`config.mk`:
```
export PLATFORM = sky130hd
export DESIGN_NAME = gbk_string_sanitizer
export DESIGN_NICKNAME = d
export VERILOG_FILES = /design/src/gss_pkg.sv /design/src/gss_queue.sv /design/src/gss_front.sv /design/src/gss_back.sv /design/src/gbk_string_sanitizer.sv
export SDC_FILE = /design/constraint.sdc
export NUM_CORES = 1
export LEC_CHECK = 0
export BUFFER_PORTS_ARGS = -buffer_cell sky130_fd_sc_hd__buf_4
export CORE_AREA = 2 2 153 155
export CTS_CLUSTER_SIZE = 14
export DETAILED_ROUTE_END_ITERATION = 8
export DIE_AREA = 0 0 155 157
export PLACE_DENSITY_LB_ADDON = 0.12
export RECOVER_POWER = 100
export SYNTH_ARGS = -nofsm -noshare
export SYNTH_HDL_FRONTEND = slang
export SYNTH_HIERARCHICAL = 1
export SYNTH_SLANG_ARGS = --single-unit
```
`constraint.sdc`:
```
create_clock -name clk -period 6.43 [get_ports clk]
set_clock_uncertainty 0.15 [all_clocks]
set_input_delay 0.3215 -clock clk [delete_from_list [all_inputs] [get_ports clk]]
set_output_delay 0.3215 -clock clk [all_outputs]
set_load 0.01 [all_outputs]
```
`src/gss_pkg.sv`:
```
`timescale 1ns / 1ps
// ----------------------------------------------------------------------------
// gss_pkg
// shared types, constants and byte classifiers for the gbk string sanitizer
// ----------------------------------------------------------------------------
package gss_pkg;

  localparam int COUNT_BITS = 16;
  localparam int CODE_BITS  = 16;
  localparam int CFG_IDX_BITS = 2;
  localparam int Q_DEPTH    = 4;
  localparam int Q_PTR_BITS = $clog2(Q_DEPTH);

  // register indexes of the configuration port
  localparam logic [CFG_IDX_BITS-1:0] REG_OUT_CAPACITY   = 2'd0;
  localparam logic [CFG_IDX_BITS-1:0] REG_DQUOTE_CODE    = 2'd1;
  localparam logic [CFG_IDX_BITS-1:0] REG_BACKSLASH_CODE = 2'd2;
  localparam logic [CFG_IDX_BITS-1:0] REG_SQUOTE_CODE    = 2'd3;

  localparam logic [COUNT_BITS-1:0] RST_OUT_CAPACITY   = 16'd65535;
  localparam logic [CODE_BITS-1:0]  RST_DQUOTE_CODE    = 16'hA3A2;
  localparam logic [CODE_BITS-1:0]  RST_BACKSLASH_CODE = 16'hA1A2;
  localparam logic [CODE_BITS-1:0]  RST_SQUOTE_CODE    = 16'hA1AF;

  localparam logic [7:0] CH_SPACE  = 8'h20;
  localparam logic [7:0] CH_DQUOTE = 8'h22;
  localparam logic [7:0] CH_SQUOTE = 8'h27;
  localparam logic [7:0] CH_BSLASH = 8'h5C;
  localparam logic [7:0] CH_TILDE  = 8'h7E;
  localparam logic [7:0] CH_NUL    = 8'h00;

  typedef struct packed {
    logic [COUNT_BITS-1:0] out_capacity;
    logic [CODE_BITS-1:0]  dquote_code;
    logic [CODE_BITS-1:0]  backslash_code;
    logic [CODE_BITS-1:0]  squote_code;
  } cfg_t;

  // one queued work record: up to three text bytes plus an optional terminator
  typedef struct packed {
    logic [1:0]      n_text;
    logic            term;
    logic [2:0][7:0] text;
  } rec_t;

  function automatic logic is_lead(input logic [7:0] b);
    return (b > 8'h80) && (b < 8'hFF);
  endfunction

  function automatic logic is_trail(input logic [7:0] b);
    return ((b > 8'h3F) && (b < 8'h7F)) || ((b > 8'h7F) && (b < 8'hFF));
  endfunction

endpackage

```
`src/gss_queue.sv`:
```
`timescale 1ns / 1ps
// ----------------------------------------------------------------------------
// gss_queue
// small fifo of work records between the front and back parts
// ----------------------------------------------------------------------------
module gss_queue (
  input  logic          clk,
  input  logic          rst,
  input  logic          push,
  input  gss_pkg::rec_t push_data,
  input  logic          pop,
  output gss_pkg::rec_t head,
  output logic          empty,
  output logic          full
);

  gss_pkg::rec_t                    entries [gss_pkg::Q_DEPTH];
  logic [gss_pkg::Q_PTR_BITS-1:0]   wr_ptr;
  logic [gss_pkg::Q_PTR_BITS-1:0]   rd_ptr;
  logic [gss_pkg::Q_PTR_BITS:0]     fill;

  assign empty = (fill == '0);
  assign full  = (fill == (gss_pkg::Q_PTR_BITS+1)'(gss_pkg::Q_DEPTH));
  assign head  = entries[rd_ptr];

  always_ff @(posedge clk) begin
    if (push) begin
      entries[wr_ptr] <= push_data;
    end
  end

  always_ff @(posedge clk) begin
    if (rst) begin
      wr_ptr <= '0;
      rd_ptr <= '0;
      fill   <= '0;
    end else begin
      if (push) begin
        wr_ptr <= wr_ptr + 1'b1;
      end
      if (pop) begin
        rd_ptr <= rd_ptr + 1'b1;
      end
      case ({push, pop})
        2'b10:   fill <= fill + 1'b1;
        2'b01:   fill <= fill - 1'b1;
        default: fill <= fill;
      endcase
    end
  end

endmodule

```
`src/gss_front.sv`:
```
`timescale 1ns / 1ps
// ----------------------------------------------------------------------------
// gss_front
// accepts input bytes, tracks lead byte and output limit, builds records
// ----------------------------------------------------------------------------
module gss_front (
  input  logic          clk,
  input  logic          rst,
  input  gss_pkg::cfg_t cfg,
  input  logic          in_valid,
  input  logic [7:0]    in_byte,
  input  logic          in_last,
  output logic          in_stall,
  input  logic          q_full,
  output logic          push,
  output gss_pkg::rec_t rec
);

  logic                          lead_pending;
  logic [7:0]                    lead_value;
  logic [gss_pkg::COUNT_BITS-1:0] emitted_count;
  logic                          output_stopped;

  logic                          accept;
  logic                          full0;
  logic                          case_pair;
  logic                          case_space;
  logic                          fresh;
  logic [1:0]                    fk;
  logic [7:0]                    f0;
  logic [7:0]                    f1;
  logic [2:0][7:0]               raw;
  logic [1:0]                    k;
  logic [gss_pkg::COUNT_BITS-1:0] room;
  logic [1:0]                    n;
  logic [gss_pkg::COUNT_BITS:0]  count_sum;
  logic [gss_pkg::COUNT_BITS:0]  count_plus1;
  logic                          full_at_fresh;
  logic                          lead_pending_next;
  logic                          output_stopped_next;

  assign in_stall = q_full;
  assign accept   = in_valid && !q_full;

  always_comb begin
    full0      = output_stopped || (emitted_count >= cfg.out_capacity);
    case_pair  = lead_pending && gss_pkg::is_trail(in_byte);
    case_space = lead_pending && !gss_pkg::is_trail(in_byte);
    fresh      = !lead_pending || case_space;

    // text of a byte handled as fresh input
    f0 = in_byte;
    f1 = gss_pkg::CH_SPACE;
    fk = 2'd1;
    if (gss_pkg::is_lead(in_byte)) begin
      fk = 2'd0;
    end else if ((in_byte < gss_pkg::CH_SPACE) || (in_byte > gss_pkg::CH_TILDE)) begin
      f0 = gss_pkg::CH_SPACE;
    end else if (in_byte == gss_pkg::CH_DQUOTE) begin
      f0 = cfg.dquote_code[15:8];
      f1 = cfg.dquote_code[7:0];
      fk = 2'd2;
    end else if (in_byte == gss_pkg::CH_BSLASH) begin
      f0 = cfg.backslash_code[15:8];
      f1 = cfg.backslash_code[7:0];
      fk = 2'd2;
    end else if (in_byte == gss_pkg::CH_SQUOTE) begin
      f0 = cfg.squote_code[15:8];
      f1 = cfg.squote_code[7:0];
      fk = 2'd2;
    end

    // candidate text before the limit is applied
    if (case_pair) begin
      raw = {gss_pkg::CH_SPACE, in_byte, lead_value};
      k   = 2'd2;
    end else if (case_space) begin
      raw = {f1, f0, gss_pkg::CH_SPACE};
      k   = fk + 2'd1;
    end else begin
      raw = {gss_pkg::CH_SPACE, f1, f0};
      k   = fk;
    end

    // clip to what is left below the limit
    room = cfg.out_capacity - emitted_count;
    if (full0) begin
      n = 2'd0;
    end else if (room < gss_pkg::COUNT_BITS'(k)) begin
      n = room[1:0];
    end else begin
      n = k;
    end

    count_sum   = {1'b0, emitted_count} + (gss_pkg::COUNT_BITS+1)'(n);
    count_plus1 = {1'b0, emitted_count} + 1'b1;
    output_stopped_next = output_stopped || (count_sum >= {1'b0, cfg.out_capacity});
    full_at_fresh = full0 || (case_space && (count_plus1 >= {1'b0, cfg.out_capacity}));
    lead_pending_next = !in_last && fresh && gss_pkg::is_lead(in_byte) && !full_at_fresh;

    rec.n_text = n;
    rec.term   = in_last;
    rec.text   = raw;
    push       = accept && ((n != 2'd0) || in_last);
  end

  always_ff @(posedge clk) begin
    if (rst) begin
      lead_pending   <= 1'b0;
      lead_value     <= '0;
      emitted_count  <= '0;
      output_stopped <= 1'b0;
    end else if (accept) begin
      if (in_last) begin
        lead_pending   <= 1'b0;
        lead_value     <= '0;
        emitted_count  <= '0;
        output_stopped <= 1'b0;
      end else begin
        lead_pending   <= lead_pending_next;
        lead_value     <= in_byte;
        emitted_count  <= count_sum[gss_pkg::COUNT_BITS-1:0];
        output_stopped <= output_stopped_next;
      end
    end
  end

endmodule

```
`src/gss_back.sv`:
```
`timescale 1ns / 1ps
// ----------------------------------------------------------------------------
// gss_back
// walks queued records and presents one result byte per transaction
// ----------------------------------------------------------------------------
module gss_back (
  input  logic          clk,
  input  logic          rst,
  input  gss_pkg::rec_t head,
  input  logic          q_empty,
  output logic          pop,
  output logic          out_valid,
  input  logic          out_stall,
  output logic [7:0]    out_byte,
  output logic          run_last,
  output logic          string_end
);

  logic [1:0] idx;
  logic [2:0] total;
  logic       load;
  logic       slot_last;
  logic       slot_term;
  logic [7:0] slot_byte;

  always_comb begin
    total     = {1'b0, head.n_text} + {2'b00, head.term};
    load      = !q_empty && (!out_valid || !out_stall);
    slot_last = ({1'b0, idx} + 3'd1) == total;
    slot_term = head.term && (idx == head.n_text);
    case (idx)
      2'd0:    slot_byte = head.text[0];
      2'd1:    slot_byte = head.text[1];
      2'd2:    slot_byte = head.text[2];
      default: slot_byte = gss_pkg::CH_NUL;
    endcase
    if (slot_term) begin
      slot_byte = gss_pkg::CH_NUL;
    end
    pop = load && slot_last;
  end

  always_ff @(posedge clk) begin
    if (rst) begin
      out_valid <= 1'b0;
      idx       <= '0;
    end else if (load) begin
      out_valid <= 1'b1;
      idx       <= slot_last ? 2'd0 : idx + 2'd1;
    end else if (!out_stall) begin
      out_valid <= 1'b0;
    end
  end

  always_ff @(posedge clk) begin
    if (load) begin
      out_byte   <= slot_byte;
      run_last   <= slot_last;
      string_end <= slot_term;
    end
  end

endmodule

```
`src/gbk_string_sanitizer.sv`:
```
`timescale 1ns / 1ps
// ----------------------------------------------------------------------------
// gbk_string_sanitizer
// cleans a gbk byte string one byte per transaction, with full-width quotes
// ----------------------------------------------------------------------------
// usage
//   input channel: in_valid/in_stall carry in_byte and in_last, one raw byte
//     per transaction; in_last marks the final byte of a string
//   output channel: out_valid/out_stall carry out_byte, run_last and
//     string_end; each input gives zero to four result transactions, run_last
//     flags the final one of an input, string_end flags the zero terminator
//   config channel: cfg_valid/cfg_ready with cfg_index and cfg_data; ready is
//     always high, write only while no results are outstanding
// timing
//   the first result of an input passes through the record queue and the
//   back's output register; the front takes one byte per cycle unless the
//   queue is full; the back delivers one result per cycle while out_stall is
//   low (0 to 4 per input); a four-entry record queue sits between front and back
// reset
//   rst clears lead/limit state, empties the queue and loads default codes
// stall
//   out_stall holds the output register; the queue fills, and in_stall rises
//   once the queue is full
// ----------------------------------------------------------------------------
module gbk_string_sanitizer (
  input  logic        clk,
  input  logic        rst,
  // input channel
  input  logic        in_valid,
  output logic        in_stall,
  input  logic [7:0]  in_byte,
  input  logic        in_last,
  // output channel
  output logic        out_valid,
  input  logic        out_stall,
  output logic [7:0]  out_byte,
  output logic        run_last,
  output logic        string_end,
  // configuration write channel
  input  logic        cfg_valid,
  output logic        cfg_ready,
  input  logic [1:0]  cfg_index,
  input  logic [15:0] cfg_data
);

  gss_pkg::cfg_t cfg;
  gss_pkg::rec_t push_rec;
  gss_pkg::rec_t head_rec;
  logic          push;
  logic          pop;
  logic          q_empty;
  logic          q_full;

  assign cfg_ready = 1'b1;

  // configuration registers, written on a completed transaction
  always_ff @(posedge clk) begin
    if (rst) begin
      cfg.out_capacity   <= gss_pkg::RST_OUT_CAPACITY;
      cfg.dquote_code    <= gss_pkg::RST_DQUOTE_CODE;
      cfg.backslash_code <= gss_pkg::RST_BACKSLASH_CODE;
      cfg.squote_code    <= gss_pkg::RST_SQUOTE_CODE;
    end else if (cfg_valid && cfg_ready) begin
      unique case (cfg_index)
        gss_pkg::REG_OUT_CAPACITY:   cfg.out_capacity   <= cfg_data;
        gss_pkg::REG_DQUOTE_CODE:    cfg.dquote_code    <= cfg_data;
        gss_pkg::REG_BACKSLASH_CODE: cfg.backslash_code <= cfg_data;
        gss_pkg::REG_SQUOTE_CODE:    cfg.squote_code    <= cfg_data;
        default:                     cfg.out_capacity   <= cfg.out_capacity;
      endcase
    end
  end

  // front: classification, lead tracking and limit clipping
  gss_front u_front (
    .clk      (clk),
    .rst      (rst),
    .cfg      (cfg),
    .in_valid (in_valid),
    .in_byte  (in_byte),
    .in_last  (in_last),
    .in_stall (in_stall),
    .q_full   (q_full),
    .push     (push),
    .rec      (push_rec)
  );

  // decoupling queue of records
  gss_queue u_queue (
    .clk       (clk),
    .rst       (rst),
    .push      (push),
    .push_data (push_rec),
    .pop       (pop),
    .head      (head_rec),
    .empty     (q_empty),
    .full      (q_full)
  );

  // back: serializes each record into result transactions
  gss_back u_back (
    .clk        (clk),
    .rst        (rst),
    .head       (head_rec),
    .q_empty    (q_empty),
    .pop        (pop),
    .out_valid  (out_valid),
    .out_stall  (out_stall),
    .out_byte   (out_byte),
    .run_last   (run_last),
    .string_end (string_end)
  );

endmodule

```
==> results.yml, run 1 <==
outcome:
  status: "finished with violations"
  violations: "max-capacitance violations, max-slew violations"
synthesis:
  synth.yosys.seq_area_share_pct: 50.2
  synth_xor_area_share_pct: 2.60
  ys_seq_elements: 220
  synth-edff-count: 118
  synth_top_family_by_area: "simple AND/OR/NAND/NOR gates"
  synthAdderAreaFrac_pct: 5.83
  synthTopCellsByCount: "nor2_1 (122), edfxtp_1 (118), dfxtp_1 (102)"
  synth-simple-area-share_pct: 14.2
  yosys.area.top_type: "edfxtp_1"
  synth_compound_area_share_pct: 10.3
  syn-cell-area_sq_mm: 0.0111
  muxShareOfSynthArea_pct: 11.9
  synthArstFlopShare_pct: 0
  synth.most_common_cell: "nor2_1"
  yosysWarnings: 6
  synth_area_leaders: "edfxtp_1 (32%), dfxtp_1 (18%), mux2i_1 (6.2%)"
  synth_top_area_share_pct: 31.9
  synth_nets: 1068
  yosys.cell_types.count: 80
  synthFlopType: "edfxtp_1"
  syn_avg_cell_area_sq_um: 11.3
  synthCells: 986
drt:
  wl_per_cell_um: 18.7
  drt-total-wl_um: 25000
  postRouteAntennaNets: 0
  drt_iter0_drc: 434
  via_count: 7562
  vias_per_cell: 5.67
  drc: 0
  dr.pass1.iters: 8
power_and_ir_drop:
  p_clk_share_pct: 35.9
  p_sw_share_pct: 27.2
  switchingPower_mw: 1.02
  intPower_mw: 2.72
  leakage_nw: 4.66
  p_seq_share_pct: 46.2
  combinationalPowerShare_pct: 17.8
  peakVddDrop_v: 0.000173
  power.density_mw_per_mm2: 301
  p_total_mw: 3.74
placed_design:
  dp_hpwl_um: 17000
  routabilityCongestion: 0.949
  io_buffers: 43
  dpl.cell_count: 1273
  place_ws_ns: 0.191
  dpl_cell_area_sq_mm: 0.0116
hold_path:
  hold_depth: 4
  hold_end: "u_front/lead_value[4]"
  min_from: "in_byte[4]"
  hold_class: "input pin to flip-flop"
worst_setup_path:
  rrSetupSlack_ns: 0.45
  start_kind: "flip-flop"
  cp-end-kind: "flip-flop"
  arrival_ns: 6.24
  worst_r2r_endpoint: "u_front/output_stopped"
  worst-r2r-cell-count: 26
  crit_required_ns: 6.69
  worst-setup-path-type: "flip-flop to flip-flop"
  critical_path_peak_fanout: 6
  r2r-start: "cfg[48]"
timing:
  whs_ns: 0.0965
  hold_viol: 0
  fin_setup_tns_ns: 0
  worst_slew_pin_slew_ns: 2.87
  fmax_ghz: 0.167
  worst_slack_ns: 0.446
  setup_viol: 0
  maxSlewViolCount: 216
  period_needed_ns: 5.98
  slew_headroom_pct: -91.0
  finalCritPeriodShare_pct: 93.1
  rsz0062_at_grt: "false"
clock_tree:
  cts.sinks: 220
  cts_made_buffers: 24
  clk_pin_slew_ns: 0.06
  cts_tree: "done"
  clk_path_buf_depth: 3
  htree_num_levels: 1
  cts_root_buf: "clkbuf_16"
  clock_latency_ns: 0.54
die:
  die_w_um: 155
  initial_core_util_pct: 49.4
  core_sq_mm: 0.0225
  dieHeight_um: 157
  num_rows: 55
  die-area_sq_mm: 0.0243
  ioPinCount: 45
finish:
  final_cell_count_no_fill: 1334
  final_nets: 1113
  final_core_util_pct: 55.2
  drive_above_1_share_pct: 10.8
  area_growth_syn_to_layout_pct: 11.6
  n_antenna_cell: 0
  finalInstanceArea_sq_mm: 0.0124
grt:
  antenna_found_initial: 0
  grt_pass1_wl_um: 39800
  grt_pass1_vias: 7343
  grt_usage_pct: 20.7
  grt_max_degree: 72
  overflow: 0
job:
  drv_cap: 5
-- what timing repair did --
item	CTS	global route
setup endpoints to repair	0	1
resized for setup	0	4
buffers inserted	0	0
hold buffers	17	0
hold endpoints to repair	59	0
-- layout make-up --
| class | count | area (sq um) |
|---|---|---|
| Fill cell | 1958 | 10100 |
| Sequential cell | 220 | 5590 |
| Multi-Input combinational cell | 657 | 4970 |
| Clock buffer | 30 | 633 |
| Timing Repair Buffer | 78 | 533 |
| Tap cell | 285 | 357 |
| Inverter | 50 | 188 |
| Clock inverter | 14 | 148 |
-- worst max-delay path, stage by stage, from the launching register on --
cell and delay, ns:
dfxtp_1 0.40, inv_1 0.08, ha_1 0.21, inv_1 0.07, fa_1 0.43, ha_1 0.36
a2111oi_2 0.40, o2111ai_1 0.17, nor4_1 0.25, nand4b_2 0.17, nor4_4 0.34, nand2_2 0.09
a21oi_1 0.23, ha_1 0.26, a21o_1 0.18, and2_1 0.20, and3_1 0.24, and3_2 0.27
and3_1 0.17, xnor2_1 0.18, ha_1 0.27, nand4_1 0.09, nor4_1 0.05, a311oi_1 0.23
nor2_1 0.06, o21ai_0 0.19, o31ai_1 0.10
-- layout by cell type (no fill, tap or decap), drive strengths merged, types with 5 or more instances in the layout --
cell type and n:
o21ai 38, inv 50, xnor2 22, clkbuf 56, ha 47, mux4 27, and2 6, nand2b 40
mux2i 69, dfxtp 102, nor4 6, a21oi 54, nor2b 10, nand3 24, nand4 8, xor2 11
a21o 6, or3 5, nor3 13, nor3b 11, nand2 37, dlygate4sd3 17, and3 12, a222oi 16
clkinvlp 5, a22oi 11, edfxtp 118, buf 35, nor2 123, a211oi 5, clkinv 7
-- flip-flops by register name, indices dropped and copies added, names as in the netlist, named ones only --
| register | cells |
|---|---|
| cfg | 64 |
| u_back/idx | 2 |
| u_back/out_byte | 8 |
| u_back/out_valid | 1 |
| u_back/run_last | 1 |
| u_back/string_end | 1 |
| u_front/emitted_count | 16 |
| u_front/lead_pending | 1 |
| u_front/lead_value | 8 |
| u_front/output_stopped | 1 |
| u_queue/entries | 108 |
| u_queue/fill | 3 |
| u_queue/rd_ptr | 2 |
| u_queue/wr_ptr | 2 |
-- power groups by stage --
stage	combinational [mW]	clock (mW)	sequential, mW
2_1_floorplan	0.554	0	1.72
3_3_place_gp	0.699	0	1.76
3_5_place_dp	0.703	0	1.76
4_1_cts	0.715	1.38	1.73
5_1_grt	0.734	1.43	1.75
6_report	0.667	1.34	1.73
-- cells by family (layout without fill, tap and decap cells) --
family,Yosys count,count (layout)
AO/OA/AOI/OAI,171,171
XOR/XNOR,33,33
adder cells (fa/ha/maj),50,50
buffers and inverters,109,172
flip-flops,220,220
multiplexers,96,96
other,1,1
AND/OR/NAND/NOR,306,306
-- worst max path at each step --
stage	to	startpoint
6_report	u_front/output_stopped	cfg[48]
5_1_grt	u_front/output_stopped	cfg[48]
4_1_cts	u_front/output_stopped	cfg[48]
3_5_place_dp	u_front/output_stopped	in_byte[6]
3_3_place_gp	u_front/output_stopped	in_byte[6]
2_1_floorplan	u_front/output_stopped	in_byte[6]
-- routing by layer --
layer / global-route usage (%) / routed length, um / share of wire [%]
met1: 28.5 / 11600 / 47
met4: 4.14 / 326 / 1.3
met2: 35.2 / 11900 / 48
met5: 0 / 0 / 0
met3: 2.84 / 1090 / 4.4
(Power assumes the default switching activity.)
==> run 2: changes to the inputs <==
PLACE_DENSITY = 0.66   (was not set)
PLACE_DENSITY_LB_ADDON = not set   (was 0.12)
SLEW_MARGIN = 10   (was not set)
==> run 2 against run 1 <==
  * The run still ends with max-capacitance violations, max-slew violations left
  * Worst hold slack improved by 0.035 ns
  * First-iteration DRC count rose by 49%
  * Via count rose by 0.73%
  * Global-route usage down 0.14 points
  * Wire length is 1.5% lower
  * Worst setup slack improved by 0.091 ns
  * Non-clock buffer count fell by 3
  * Maximum frequency increased by 1.5%
  * Die area did not move
  * Critical path type unchanged
==> results.yml, run 2 (same netlist as run 1, synthesis figures left out) <==
clock_tree:
  htree_num_levels: 1
  clock_latency_ns: 0.51
  clk_path_buf_depth: 3
  cts_tree: "done"
  cts.sinks: 220
  cts_setup_buffers: 0
  cts_made_buffers: 23
  cts_root_buf: "clkbuf_16"
  clk_pin_slew_ns: 0.06
placed_design:
  dpl_cell_area_sq_mm: 0.0116
  dpl.cell_count: 1270
  routabilityCongestion: 0.853
  dp_hpwl_um: 16800
  io_buffers: 43
  place_ws_ns: 0.122
worst_setup_path:
  crit_required_ns: 6.67
  start_kind: "flip-flop"
  r2r-start: "cfg[48]"
  arrival_ns: 6.13
  cp-end-kind: "flip-flop"
  worst-r2r-cell-count: 26
  worst-setup-path-type: "flip-flop to flip-flop"
  worst_r2r_endpoint: "u_front/output_stopped"
  rrSetupSlack_ns: 0.54
  critical_path_peak_fanout: 6
timing:
  fin_setup_tns_ns: 0
  fmax_ghz: 0.170
  hold_viol: 0
  worst_slack_ns: 0.537
  period_needed_ns: 5.89
  worst_slew_pin_slew_ns: 3.08
  setup_viol: 0
  slew_headroom_pct: -106
  finalCritPeriodShare_pct: 91.6
  maxSlewViolCount: 188
  rsz0062_at_grt: "false"
finish:
  fill_cells: 1890
  top_regs: "u_queue/entries: 108 flops, cfg: 64 flops, u_front/emitted_count: 16 flops"
  finalInstanceArea_sq_mm: 0.0124
  final_nets: 1109
  largest_register_ffs: 108
  final_cell_count_no_fill: 1329
  n_antenna_cell: 0
  area_growth_syn_to_layout_pct: 11.9
  drive_above_1_share_pct: 11.2
  final_common_cell: "nor2_1"
  top_register: "u_queue/entries"
  layout_common_cells: "nor2_1 (121), edfxtp_1 (118), dfxtp_1 (102), mux2i_1 (69), a21oi_1 (54)"
hold_path:
  hold_class: "input pin to flip-flop"
  hold_end: "u_front/lead_value[3]"
  hold_depth: 4
  min_from: "in_byte[3]"
grt:
  grt_pass1_vias: 7215
  antenna_found_initial: 0
  grt_pass1_wl_um: 39800
  overflow: 0
  grt_max_degree: 74
  grt_usage_pct: 20.5
outcome:
  violations: "max-capacitance violations, max-slew violations"
  status: "finished with violations"
drt:
  drt-total-wl_um: 24600
  vias_per_cell: 5.73
  dr.pass1.iters: 8
  drt_iter0_drc: 646
  via_count: 7617
  postRouteAntennaNets: 0
  wl_per_cell_um: 18.5
  drc: 0
die:
  ioPinCount: 45
  die_w_um: 155
  dieHeight_um: 157
  initial_core_util_pct: 49.4
  die-area_sq_mm: 0.0243
  num_rows: 55
  core_sq_mm: 0.0225
power_and_ir_drop:
  p_seq_share_pct: 45.4
  intPower_mw: 2.82
  switchingPower_uw: 993
  p_clk_share_pct: 37.0
  power.density_mw_per_mm2: 307
  p_sw_share_pct: 26.0
  combinationalPowerShare_pct: 17.6
  peakVddDrop_v: 0.000241
  leakage_nw: 4.69
job:
  drv_cap: 4
==> run 2: repair_timing <==
item | 4_1_cts | 5_1_grt
hold buffers | 17 | 0
endpoints found under the hold margin | 39 | 0
endpoints found under the setup margin | 0 | 1
gates resized for setup | 0 | 5
==> run 2: worst max-delay path by stage <==
| stage | from | slack (ns) | endpoint |
|---|---|---|---|
| after floorplan | in_byte[6] | 0.45 | u_front/output_stopped |
| after global placement | in_byte[6] | 0.36 | u_front/output_stopped |
| after detailed placement | in_byte[6] | 0.12 | u_front/output_stopped |
| after CTS | cfg[48] | 0.32 | u_front/output_stopped |
| after global routing | cfg[48] | 0.04 | u_front/output_stopped |
| final | cfg[48] | 0.54 | u_front/output_stopped |
==> run 2: routing by layer <==
layer | vias up | track usage, % | share of wire (%)
met5 | - | 0 | 0
met4 | 0 | 4.72 | 1.7
met3 | 32 | 2.40 | 4.7
met2 | 199 | 34.2 | 47
met1 | 3708 | 28.9 | 46
li1 | 3678 | - | -
==> run 2: per-stage QoR <==
stage	power, mW	hold slack [ns]	utilization [%]
after floorplan	2.28	0.241	-
after global placement	2.46	0.310	51.4
after detailed placement	2.47	0.313	51.4
after CTS	3.89	0.0638	55.7
after global routing	3.99	0.157	55.3
final	3.82	0.132	55.3
==> run 2: area by class of cell <==
type | instances | area (sq um) | area share, %
Clock buffer | 28 | 614 | 4.94
Clock inverter | 14 | 199 | 1.60
Inverter | 50 | 188 | 1.51
Multi-Input combinational cell | 657 | 4980 | 40.0
Sequential cell | 220 | 5590 | 44.9
Tap cell | 285 | 357 | 2.86
Timing Repair Buffer | 75 | 523 | 4.20
==> run 2: power by group through the flow <==
stage	Combinational (mW)	Sequential (mW)	Clock, mW
2_1_floorplan	0.554	1.72	0
3_3_place_gp	0.695	1.76	0
3_5_place_dp	0.700	1.77	0
4_1_cts	0.714	1.74	1.44
5_1_grt	0.747	1.75	1.49
6_report	0.671	1.73	1.41
==> run 2: critical path, cell delays in order (launching register included) <==
cell and delay (ns):
dfxtp_1 0.38, inv_1 0.07, ha_1 0.21, inv_1 0.07
fa_1 0.43, ha_1 0.37, a2111oi_2 0.39, o2111ai_1 0.19
nor4_2 0.20, nand4b_2 0.16, nor4_4 0.33, nand2_2 0.09
a211oi_2 0.28, ha_1 0.22, a21o_1 0.13, and2_1 0.19
and3_1 0.24, and3_2 0.27, nand3_1 0.11, xnor2_1 0.23
ha_1 0.29, nand4_1 0.12, nor4_1 0.07, a311oi_1 0.26
nor2_1 0.07, o21ai_0 0.15, o31ai_1 0.09
==> run 3: changes to the inputs <==
CORE_AREA = 2 2 170 172   (was 2 2 153 155)
DIE_AREA = 0 0 172 174   (was 0 0 155 157)
PLACE_DENSITY = not set   (was 0.66)
==> run 3 against run 2 <==
  * The run still ends with max-capacitance violations, max-slew violations left
  * Sequential cell count stayed put
  * Clock power about the same
  * Total power grew 0.81%
  * Wire length increased by 4.4%
  * Sequential share of layout area is 0.51 points lower
  * Worst hold slack worse by 0.019 ns
  * Maximum frequency down 1.4%
  * Critical endpoint unchanged
  * Largest power group unchanged
==> results.yml, run 3 (same netlist as run 1, synthesis figures left out) <==
finish:
  final_core_util_pct: 44.6
  final_common_cell: "nor2_1"
  final_nets: 1112
  layout_common_cells: "nor2_1 (121), edfxtp_1 (118), dfxtp_1 (102), mux2i_1 (69), a21oi_1 (54)"
  area_growth_syn_to_layout_pct: 13.2
  fill_cells: 2707
  drive_above_1_share_pct: 11.0
  top_register: "u_queue/entries"
  largest_register_ffs: 108
  n_antenna_cell: 0
  top_regs: "u_queue/entries: 108 flops, cfg: 64 flops, u_front/emitted_count: 16 flops"
placed_design:
  routabilityCongestion: 0.898
  dp_hpwl_um: 17600
  io_buffers: 43
outcome:
  violations: "max-capacitance violations, max-slew violations"
  status: "finished with violations"
worst_setup_path:
  slowest_delay_ns: 0.43
  cp_top_family: "simple AND/OR/NAND/NOR gates"
  worst-setup-path-type: "flip-flop to flip-flop"
  rrSetupSlack_ns: 0.45
  arrival_ns: 6.24
  cp-end-kind: "flip-flop"
  crit_required_ns: 6.69
  start_kind: "flip-flop"
  cpMaxStageDelayCell: "fa_1"
  critical_path_peak_fanout: 6
  crit_buf_inv: 2
  crit_path_frequent_cell: "ha_1"
clock_tree:
  cts_tree: "done"
  cts_root_buf: "clkbuf_16"
  clk_pin_slew_ns: 0.06
  clock_latency_ns: 0.52
  htree_num_levels: 1
  cts.sinks: 220
  clk_path_buf_depth: 3
  cts_made_buffers: 25
grt:
  antenna_found_initial: 0
  grt_pass1_vias: 7588
  overflow: 0
  grt_pass1_wl_um: 41300
  grt_max_degree: 76
  grt_usage_pct: 17.4
drt:
  vias_per_cell: 5.32
  via_count: 7628
  drt_iter0_drc: 531
  drt-total-wl_um: 25700
  drc: 0
  wl_per_cell_um: 17.9
  dr.pass1.iters: 7
  postRouteAntennaNets: 0
power_and_ir_drop:
  peakVddDrop_v: 0.000152
  leakage_nw: 4.69
  power.density_mw_per_mm2: 306
timing:
  hold_viol: 0
  rsz0062_at_grt: "false"
  setup_viol: 0
  finalCritPeriodShare_pct: 93.0
  fin_setup_tns_ns: 0
  maxSlewViolCount: 188
  fmax_ghz: 0.167
  slew_headroom_pct: -88.9
  period_needed_ns: 5.98
  worst_slew_pin_slew_ns: 2.83
die:
  core_sq_mm: 0.0282
  dieHeight_um: 174
  die-area_sq_mm: 0.0299
  die_w_um: 172
  initial_core_util_pct: 39.4
  num_rows: 62
  ioPinCount: 45
hold_path:
  hold_class: "input pin to flip-flop"
job:
  drv_cap: 4
run 3: what timing repair did:
item                       CTS  global route
hold buffers                17             0
hold endpoints to repair    59             0
setup buffers                0             0
resized for setup            0             4
setup endpoints to repair    0             1
run 3: routing by layer:
layer  up-vias  global-route usage, %  wire length [um]
met4         0                   3.43               277
li1       3690                      -                 -
met3        22                   2.39              1450
met1      3715                   24.6             11900
met2       201                   28.7             12100
met5         -                      0                 0
run 3: area by class of cell:
type | instances | area, sq um | share of cell area, %
inverters | 50 | 188 | 1.49
repair buffers | 76 | 519 | 4.12
flip-flops and latches | 220 | 5590 | 44.4
clock buffers | 28 | 637 | 5.06
clock inverters | 18 | 209 | 1.66
well taps | 384 | 480 | 3.82
multi-input cells | 657 | 4970 | 39.5
run 3: worst min-delay path: stages:
cell     delay (ns)
buf_4          0.12
nor3b_1        0.18
a21oi_1        0.06
nor2_1         0.07
run 3: path summary, 6_finish.rpt:
kind	end	start	cells after the start
max	u_front/output_stopped	cfg[48]	25
min reg2reg	u_back/out_valid	u_back/out_valid	2
min	u_front/lead_value[3]	in_byte[3]	4
max reg2reg	u_front/output_stopped	cfg[48]	25
run 3: power breakdown:
part | leakage, nW | switching, mW | internal, mW
Clock | 0.408 | 0.564 | 0.878
Combinational | 2.35 | 0.372 | 0.302
Sequential | 1.93 | 0.0920 | 1.64
run 3: per-stage QoR:
step / instance area [sq um] / std cells / power [mW] / hold WS, ns / setup slack [ns]
floorplan: 11100 / 986 / 2.28 / 0.241 / 0.451
global placement: 11700 / 1370 / 2.47 / 0.309 / 0.321
detailed placement: 11700 / 1370 / 2.48 / 0.315 / 0.147
CTS: 12700 / 1433 / 3.95 / 0.0444 / 0.354
global route: 12600 / 1433 / 4.04 / 0.154 / 0.0406
finish: 12600 / 1433 / 3.85 / 0.112 / 0.453
